## src/rtl/mbaf_pkg.sv

```systemverilog
package mbaf_pkg;

    localparam logic [6:0] CH_START = 7'h3A;
    localparam logic [6:0] CH_CR    = 7'h0D;
    localparam logic [6:0] CH_LF    = 7'h0A;
    localparam logic [6:0] CH_DIGIT = 7'h30;
    localparam logic [6:0] CH_ALPHA = 7'h37;

    // One classified input item, as handed from the front to the back.
    typedef struct packed {
        logic [7:0] data;
        logic [7:0] lrc;
        logic       first;
        logic       last;
    } mbaf_cmd_t;

    // Which character of the current item the back emits next.
    typedef enum logic [2:0] {
        PH_BEGIN,
        PH_START,
        PH_HI,
        PH_LO,
        PH_LRC_HI,
        PH_LRC_LO,
        PH_CR,
        PH_LF
    } mbaf_phase_t;

    function automatic logic [6:0] hex_char(input logic [3:0] nib);
        logic [6:0] ext;
        ext = {3'b000, nib};
        if (nib <= 4'd9) begin
            return CH_DIGIT + ext;
        end
        return CH_ALPHA + ext;
    endfunction

endpackage

```

## src/rtl/mbaf_front.sv

```systemverilog
module mbaf_front (
    input  logic               aclk,
    input  logic               aresetn,
    input  logic               s_tvalid,
    output logic               s_tready,
    input  logic [7:0]         s_tdata,
    input  logic               s_tlast,
    input  logic               queue_full,
    output logic               push,
    output mbaf_pkg::mbaf_cmd_t cmd
);

    logic [7:0] sum_reg, sum_next;
    logic       in_frame_reg, in_frame_next;
    logic [7:0] sum_new;

    assign s_tready = !queue_full;
    assign push     = s_tvalid && s_tready;
    assign sum_new  = sum_reg + s_tdata;

    always_comb begin
        cmd.data  = s_tdata;
        cmd.lrc   = (~sum_new) + 8'd1;
        cmd.first = !in_frame_reg;
        cmd.last  = s_tlast;
    end

    always_comb begin
        sum_next      = sum_reg;
        in_frame_next = in_frame_reg;
        if (push) begin
            if (s_tlast) begin
                sum_next      = 8'd0;
                in_frame_next = 1'b0;
            end else begin
                sum_next      = sum_new;
                in_frame_next = 1'b1;
            end
        end
    end

    always_ff @(posedge aclk) begin
        if (!aresetn) begin
            sum_reg      <= 8'd0;
            in_frame_reg <= 1'b0;
        end else begin
            sum_reg      <= sum_next;
            in_frame_reg <= in_frame_next;
        end
    end

endmodule

```

## src/rtl/mbaf_fifo.sv

```systemverilog
module mbaf_fifo #(
    parameter int DEPTH = 2
) (
    input  logic               aclk,
    input  logic               aresetn,
    input  logic               push,
    input  mbaf_pkg::mbaf_cmd_t push_cmd,
    input  logic               pop,
    output mbaf_pkg::mbaf_cmd_t head_cmd,
    output logic               head_valid,
    output logic               full
);

    localparam int PTR_W = (DEPTH > 1) ? $clog2(DEPTH) : 1;
    localparam int CNT_W = $clog2(DEPTH + 1);

    mbaf_pkg::mbaf_cmd_t slot_reg [DEPTH];
    logic [PTR_W-1:0] wr_ptr_reg, wr_ptr_next;
    logic [PTR_W-1:0] rd_ptr_reg, rd_ptr_next;
    logic [CNT_W-1:0] count_reg, count_next;

    assign head_cmd   = slot_reg[rd_ptr_reg];
    assign head_valid = (count_reg != '0);
    assign full       = (count_reg == CNT_W'(DEPTH));

    always_comb begin
        wr_ptr_next = wr_ptr_reg;
        rd_ptr_next = rd_ptr_reg;
        count_next  = count_reg;
        if (push) begin
            wr_ptr_next = (wr_ptr_reg == PTR_W'(DEPTH - 1)) ? '0 : wr_ptr_reg + 1'b1;
        end
        if (pop) begin
            rd_ptr_next = (rd_ptr_reg == PTR_W'(DEPTH - 1)) ? '0 : rd_ptr_reg + 1'b1;
        end
        if (push && !pop) begin
            count_next = count_reg + 1'b1;
        end else if (pop && !push) begin
            count_next = count_reg - 1'b1;
        end
    end

    always_ff @(posedge aclk) begin
        if (!aresetn) begin
            wr_ptr_reg <= '0;
            rd_ptr_reg <= '0;
            count_reg  <= '0;
        end else begin
            wr_ptr_reg <= wr_ptr_next;
            rd_ptr_reg <= rd_ptr_next;
            count_reg  <= count_next;
        end
    end

    always_ff @(posedge aclk) begin
        if (push) begin
            slot_reg[wr_ptr_reg] <= push_cmd;
        end
    end

endmodule

```

## src/rtl/mbaf_back.sv

```systemverilog
module mbaf_back (
    input  logic               aclk,
    input  logic               aresetn,
    input  mbaf_pkg::mbaf_cmd_t head_cmd,
    input  logic               head_valid,
    output logic               pop,
    output logic               m_tvalid,
    input  logic               m_tready,
    output logic [7:0]         m_tdata,
    output logic               m_tlast
);

    mbaf_pkg::mbaf_phase_t phase_reg, phase_next, cur;
    logic       m_tvalid_reg, m_tvalid_next;
    logic [6:0] char_reg, char_next;
    logic       last_reg, last_next;
    logic       load;

    assign load = head_valid && (!m_tvalid_reg || m_tready);

    // At the start of an item the first phase depends on whether it opens a frame.
    always_comb begin
        if (phase_reg == mbaf_pkg::PH_BEGIN) begin
            cur = head_cmd.first ? mbaf_pkg::PH_START : mbaf_pkg::PH_HI;
        end else begin
            cur = phase_reg;
        end
    end

    always_comb begin
        phase_next = phase_reg;
        if (load) begin
            case (cur)
                mbaf_pkg::PH_START:  phase_next = mbaf_pkg::PH_HI;
                mbaf_pkg::PH_HI:     phase_next = mbaf_pkg::PH_LO;
                mbaf_pkg::PH_LO: begin
                    phase_next = head_cmd.last ? mbaf_pkg::PH_LRC_HI : mbaf_pkg::PH_BEGIN;
                end
                mbaf_pkg::PH_LRC_HI: phase_next = mbaf_pkg::PH_LRC_LO;
                mbaf_pkg::PH_LRC_LO: phase_next = mbaf_pkg::PH_CR;
                mbaf_pkg::PH_CR:     phase_next = mbaf_pkg::PH_LF;
                mbaf_pkg::PH_LF:     phase_next = mbaf_pkg::PH_BEGIN;
                default:             phase_next = mbaf_pkg::PH_BEGIN;
            endcase
        end
    end

    always_comb begin
        char_next = char_reg;
        last_next = last_reg;
        pop       = 1'b0;
        if (load) begin
            last_next = 1'b0;
            case (cur)
                mbaf_pkg::PH_START:  char_next = mbaf_pkg::CH_START;
                mbaf_pkg::PH_HI:     char_next = mbaf_pkg::hex_char(head_cmd.data[7:4]);
                mbaf_pkg::PH_LO: begin
                    char_next = mbaf_pkg::hex_char(head_cmd.data[3:0]);
                    pop       = !head_cmd.last;
                end
                mbaf_pkg::PH_LRC_HI: char_next = mbaf_pkg::hex_char(head_cmd.lrc[7:4]);
                mbaf_pkg::PH_LRC_LO: char_next = mbaf_pkg::hex_char(head_cmd.lrc[3:0]);
                mbaf_pkg::PH_CR:     char_next = mbaf_pkg::CH_CR;
                mbaf_pkg::PH_LF: begin
                    char_next = mbaf_pkg::CH_LF;
                    last_next = 1'b1;
                    pop       = 1'b1;
                end
                default:             char_next = mbaf_pkg::CH_START;
            endcase
        end
    end

    always_comb begin
        if (load) begin
            m_tvalid_next = 1'b1;
        end else if (m_tready) begin
            m_tvalid_next = 1'b0;
        end else begin
            m_tvalid_next = m_tvalid_reg;
        end
    end

    always_ff @(posedge aclk) begin
        if (!aresetn) begin
            phase_reg    <= mbaf_pkg::PH_BEGIN;
            m_tvalid_reg <= 1'b0;
        end else begin
            phase_reg    <= phase_next;
            m_tvalid_reg <= m_tvalid_next;
        end
    end

    always_ff @(posedge aclk) begin
        char_reg <= char_next;
        last_reg <= last_next;
    end

    assign m_tvalid = m_tvalid_reg;
    assign m_tdata  = {1'b0, char_reg};
    assign m_tlast  = last_reg;

endmodule

```

## src/rtl/modbus_ascii_frame_encoder.sv

```systemverilog
// Channel   Dir  tdata (low bit up)        tlast      tuser
// s_        in   pdu_byte[7:0]             last_in    -
// m_        out  ascii_char[6:0], 0 pad    last_out   -
//
// One output character per cycle while m_tready is high and a byte is queued; a middle
// byte makes 2 chars, an opener 3, a closer 6, a lone byte 7; one sequencer sets this.
// Input bytes are queued (QUEUE_DEPTH items) so the front accepts while the back works.
// Synchronous active-low reset clears sum, frame flag, queue and output valid.
// A stall on m_ holds the output register; s_tready falls only when the queue is full.
module modbus_ascii_frame_encoder #(
    parameter int QUEUE_DEPTH = 2
) (
    input  logic       aclk,
    input  logic       aresetn,
    input  logic       s_tvalid,
    output logic       s_tready,
    input  logic [7:0] s_tdata,   // [7:0] pdu_byte
    input  logic       s_tlast,
    output logic       m_tvalid,
    input  logic       m_tready,
    output logic [7:0] m_tdata,   // [6:0] ascii_char, [7] zero
    output logic       m_tlast
);

    mbaf_pkg::mbaf_cmd_t push_cmd, head_cmd;
    logic push, pop, head_valid, queue_full;

    mbaf_front u_front (
        .aclk       (aclk),
        .aresetn    (aresetn),
        .s_tvalid   (s_tvalid),
        .s_tready   (s_tready),
        .s_tdata    (s_tdata),
        .s_tlast    (s_tlast),
        .queue_full (queue_full),
        .push       (push),
        .cmd        (push_cmd)
    );

    mbaf_fifo #(
        .DEPTH (QUEUE_DEPTH)
    ) u_fifo (
        .aclk       (aclk),
        .aresetn    (aresetn),
        .push       (push),
        .push_cmd   (push_cmd),
        .pop        (pop),
        .head_cmd   (head_cmd),
        .head_valid (head_valid),
        .full       (queue_full)
    );

    mbaf_back u_back (
        .aclk       (aclk),
        .aresetn    (aresetn),
        .head_cmd   (head_cmd),
        .head_valid (head_valid),
        .pop        (pop),
        .m_tvalid   (m_tvalid),
        .m_tready   (m_tready),
        .m_tdata    (m_tdata),
        .m_tlast    (m_tlast)
    );

endmodule

```

## config.mk

```make
export PLATFORM = sky130hd
export DESIGN_NAME = modbus_ascii_frame_encoder
export DESIGN_NICKNAME = d
export VERILOG_FILES = /design/src/rtl/mbaf_pkg.sv /design/src/rtl/mbaf_front.sv /design/src/rtl/mbaf_fifo.sv /design/src/rtl/mbaf_back.sv /design/src/rtl/modbus_ascii_frame_encoder.sv
export SDC_FILE = /design/constraint.sdc
export NUM_CORES = 1
export LEC_CHECK = 0
export ABC_CLOCK_PERIOD_IN_PS = 3100
export BUFFER_PORTS_ARGS = -buffer_cell sky130_fd_sc_hd__buf_2
export CORE_MARGIN = 2
export CORE_UTILIZATION = 60
export CTS_CLUSTER_DIAMETER = 80
export DETAILED_ROUTE_END_ITERATION = 12
export GPL_TIMING_DRIVEN = 0
export PLACE_DENSITY_LB_ADDON = 0.05
export SYNTH_ARGS = -nofsm -noshare
export SYNTH_HDL_FRONTEND = slang
export SYNTH_SLANG_ARGS = --single-unit
```

## constraint.sdc

```tcl
create_clock -name aclk -period 3.1 [get_ports aclk]
set_input_delay 0 -clock aclk [delete_from_list [all_inputs] [get_ports aclk]]
set_output_delay 0 -clock aclk [all_outputs]
set_load 0.05 [all_outputs]
```

==> metrics.txt <==
status complete, no violations; unique cell type count in the Yosys netlist 52; Clock Skews 0.00639 ns; Worst EP arrival 2.97 ns; Crit Path Max Fanout 10; DIE AREA 0.00628 mm2; clock root buffer clkbuf_8; worst-skew pair later-pin latency 0.34 ns; global route overflow 0; Clock Sink Count 62; drt total wl 7230 um; via/cell ratio 5.80; Layout fillers 407; hold depth 4; Seq cells post-synth 62; adder-cell share of the synthesized area 0.0796; sw frac 0.317; Gate power share 0.258; R2R Setup Slk 0.21 ns; Seq/Total Area, Yosys 0.495; synthesized area 0.00339 mm2; core area 0.00547 mm2; Register-to-Register Path Depth 12; Area Growth Syn to Fin 16.8%; hpwl dp 5210 um; nets 387; Tcrit/Tclk final 0.931; routed vias 2,496; layout cell share with drive strength beyond 1 0.173; input/output buffers 22; Routed wire per std cell 16.8 um; clock power share 0.333; post-synthesis xor/xnor area fraction 0.0439; largest family of logic cells by synthesized area simple AND/OR/NAND/NOR gates; complex-gate fraction of the synthesized area 0.132; P_sw 0.825 mW; CTS max path bufs 2; Final GP Congestion 0.882; Ports 24; Final ANT Viol Nets 0; Final Setup Violations 0; Yosys Warn Count 0; CP Launch Type flip-flop; CTS H-tree depth 3; drt drc 0; Main synth FF type edfxtp_1; EDFF count, synth 44; die width 79.2 um; initial antenna violation count 0; post-layout min period 2.89 ns; die height 79.2 um; unrepaired setup endpoints after global routing no; Cells after Synth 309; Largest register FFs 36; Antenna diodes 0; hold path startpoint m_tready; Worst-Margin Slew 0.964 ns; Achievable Freq 347 MHz; mux contribution to synthesized area 0.0759; leakage 1.45 nW; Worst Hold End u_back.m_tvalid$_SDFFE_PN0P_; max cap viols 0; worst reg2reg path endpoint u_back.char_reg[5]$_DFFE_PP_; Power Dens Cells 656 mW/mm2; sequential power share 0.409; total negative slack 0 ns; Rel. slew slack 0.357; CTS tree built; Pins Over Slew Limit 0; first-pass GRT wire length 11,400 um; ordered cell list for the critical path buf_6, buf_12, buf_6, mux2i_1, nor3_1, or2_2, inv_1, ha_1, nor2_1, a21oi_1, nor2_1, or4_1; Initial DRT Pass Iterations 5; Clk pin slew, worst setup/hold paths 0.08 ns; syn nets 343; P_int 1.78 mW; critical path's slowest cell or4_1; power after layout 2.60 mW; number of global-route vias before repair 2,422; Synth async-reset ratio 0; initial DRC count 181; Min-Delay Path Class in -> reg; maximum vdd drop 0.430 mV; Synth Area in Simple Gates 0.136; CTS Buf Count 9; Tot GR Track Use 0.244; Crit Path Category reg -> reg; initial core utilization 0.620; final hold vios 0; crit-path max cell delay 0.48 ns; CP required 3.18 ns; largest net degree at the start of global routing 20; Worst Setup End Kind flip-flop; syn_area_per_cell 11.0 um2; FP Rows 27
what timing repair did:
item	CTS	global route
hold buffers	11	0
buffers inserted	0	0
gates resized for setup	0	0
endpoints found under the hold margin	21	0
critical path, delay by kind of cell, from the launching register on:
kind	cells	cell delay (ns)
buffers and inverters	4	0.54
adder cells (fa/ha/maj)	1	0.28
AO/OA/AOI/OAI	1	0.14
multiplexers	1	0.29
flip-flops	1	0.33
AND/OR/NAND/NOR	5	1.03
metrics by stage:
step | std cells | utilization | worst slack (ns) | area (um2) | hold slack (ns)
6_report | 430 | 0.724 | 0.214 | 3960 | 0.0276
5_1_grt | 430 | 0.724 | 0.0943 | 3960 | 0.0822
4_1_cts | 430 | 0.724 | 0.254 | 3960 | 0.0133
3_5_place_dp | 403 | 0.658 | 0.284 | 3600 | 0.224
3_3_place_gp | 403 | 0.657 | 0.263 | 3590 | 0.222
2_1_floorplan | 309 | - | 0.509 | 3390 | 0.0989
synthesized netlist by cell type, types with 4 or more instances:
cell | n | area, um2
a21oi_1 | 19 | 95.1
dfxtp_1 | 18 | 360
edfxtp_1 | 44 | 1320
ha_1 | 20 | 250
inv_1 | 15 | 56.3
mux2_2 | 6 | 67.6
mux2i_1 | 12 | 120
nand2_1 | 17 | 63.8
nand2b_1 | 8 | 50.1
nand3_1 | 7 | 35.0
nor2_1 | 38 | 143
nor3_1 | 8 | 40.0
nor3b_1 | 4 | 30.0
o21ai_0 | 12 | 60.1
xnor2_1 | 11 | 96.3
xor2_1 | 6 | 52.6
power groups by stage:
stage	logic, mW	registers [mW]	clock network (mW)
2_1_floorplan	0.413	1.16	0
3_3_place_gp	0.639	1.08	0
3_5_place_dp	0.653	1.08	0
4_1_cts	0.667	1.06	0.875
5_1_grt	0.732	1.07	0.901
6_report	0.671	1.06	0.866
routing by layer:
metal | track usage | wire [um] | up-vias
li1 | - | - | 1220
met1 | 0.310 | 3210 | 1193
met2 | 0.413 | 3580 | 68
met3 | 0.0523 | 304 | 15
met4 | 0.0897 | 134 | 0
met5 | 0 | 0 | -
cell families (layout without fill, tap and decap cells):
group,Yosys count,after routing
AOI/OAI and AO/OA,65,65
xor gates and xnor gates,17,17
adders and majority gates,21,21
buffers and inverters,23,72
DFF,62,62
muxes,23,23
other,1,1
and+or+nand+nor,97,97
placed cells by master, fill, tap and decap left out, types with 4 or more instances in the layout:
| cell type | count |
|---|---|
| edfxtp_1 | 44 |
| nor2_1 | 36 |
| buf_2 | 22 |
| ha_1 | 20 |
| a21oi_1 | 19 |
| dfxtp_1 | 18 |
| nand2_1 | 17 |
| inv_1 | 15 |
| mux2i_1 | 12 |
| o21ai_0 | 12 |
| xnor2_1 | 11 |
| dlygate4sd3_1 | 11 |
| clkbuf_8 | 9 |
| nand2b_1 | 8 |
| nor3_1 | 8 |
| nand3_1 | 7 |
| xor2_1 | 6 |
| mux2_2 | 6 |
| nor3b_1 | 4 |
worst max-delay path by stage:
stage | from | end | slack, ns
floorplan | u_fifo.count_reg[0]$_SDFFE_PN0P_ | u_fifo.slot_reg[1][0]$_DFFE_PP_ | 0.51
CTS | flip-flop | u_back.char_reg[5]$_DFFE_PP_ | 0.25
finish | flip-flop | u_back.char_reg[5]$_DFFE_PP_ | 0.21
global placement | u_fifo.count_reg[0]$_SDFFE_PN0P_ | u_fifo.slot_reg[1][16]$_DFFE_PP_ | 0.26
global route | flip-flop | u_back.char_reg[5]$_DFFE_PP_ | 0.09
detailed placement | flip-flop | u_back.char_reg[5]$_DFFE_PP_ | 0.28
cell type report:
class / count / area (um2) / area share
well taps: 72 / 90.1 / 0.0227
flip-flops and latches: 62 / 1680 / 0.424
inverters: 16 / 60.1 / 0.0152
clock inverters: 4 / 55.1 / 0.0139
multi-input cells: 224 / 1600 / 0.403
clock buffers: 12 / 199 / 0.0502
plain buffers: 7 / 61.3 / 0.0155
repair buffers: 33 / 220 / 0.0556
(Power assumes the default switching activity.)
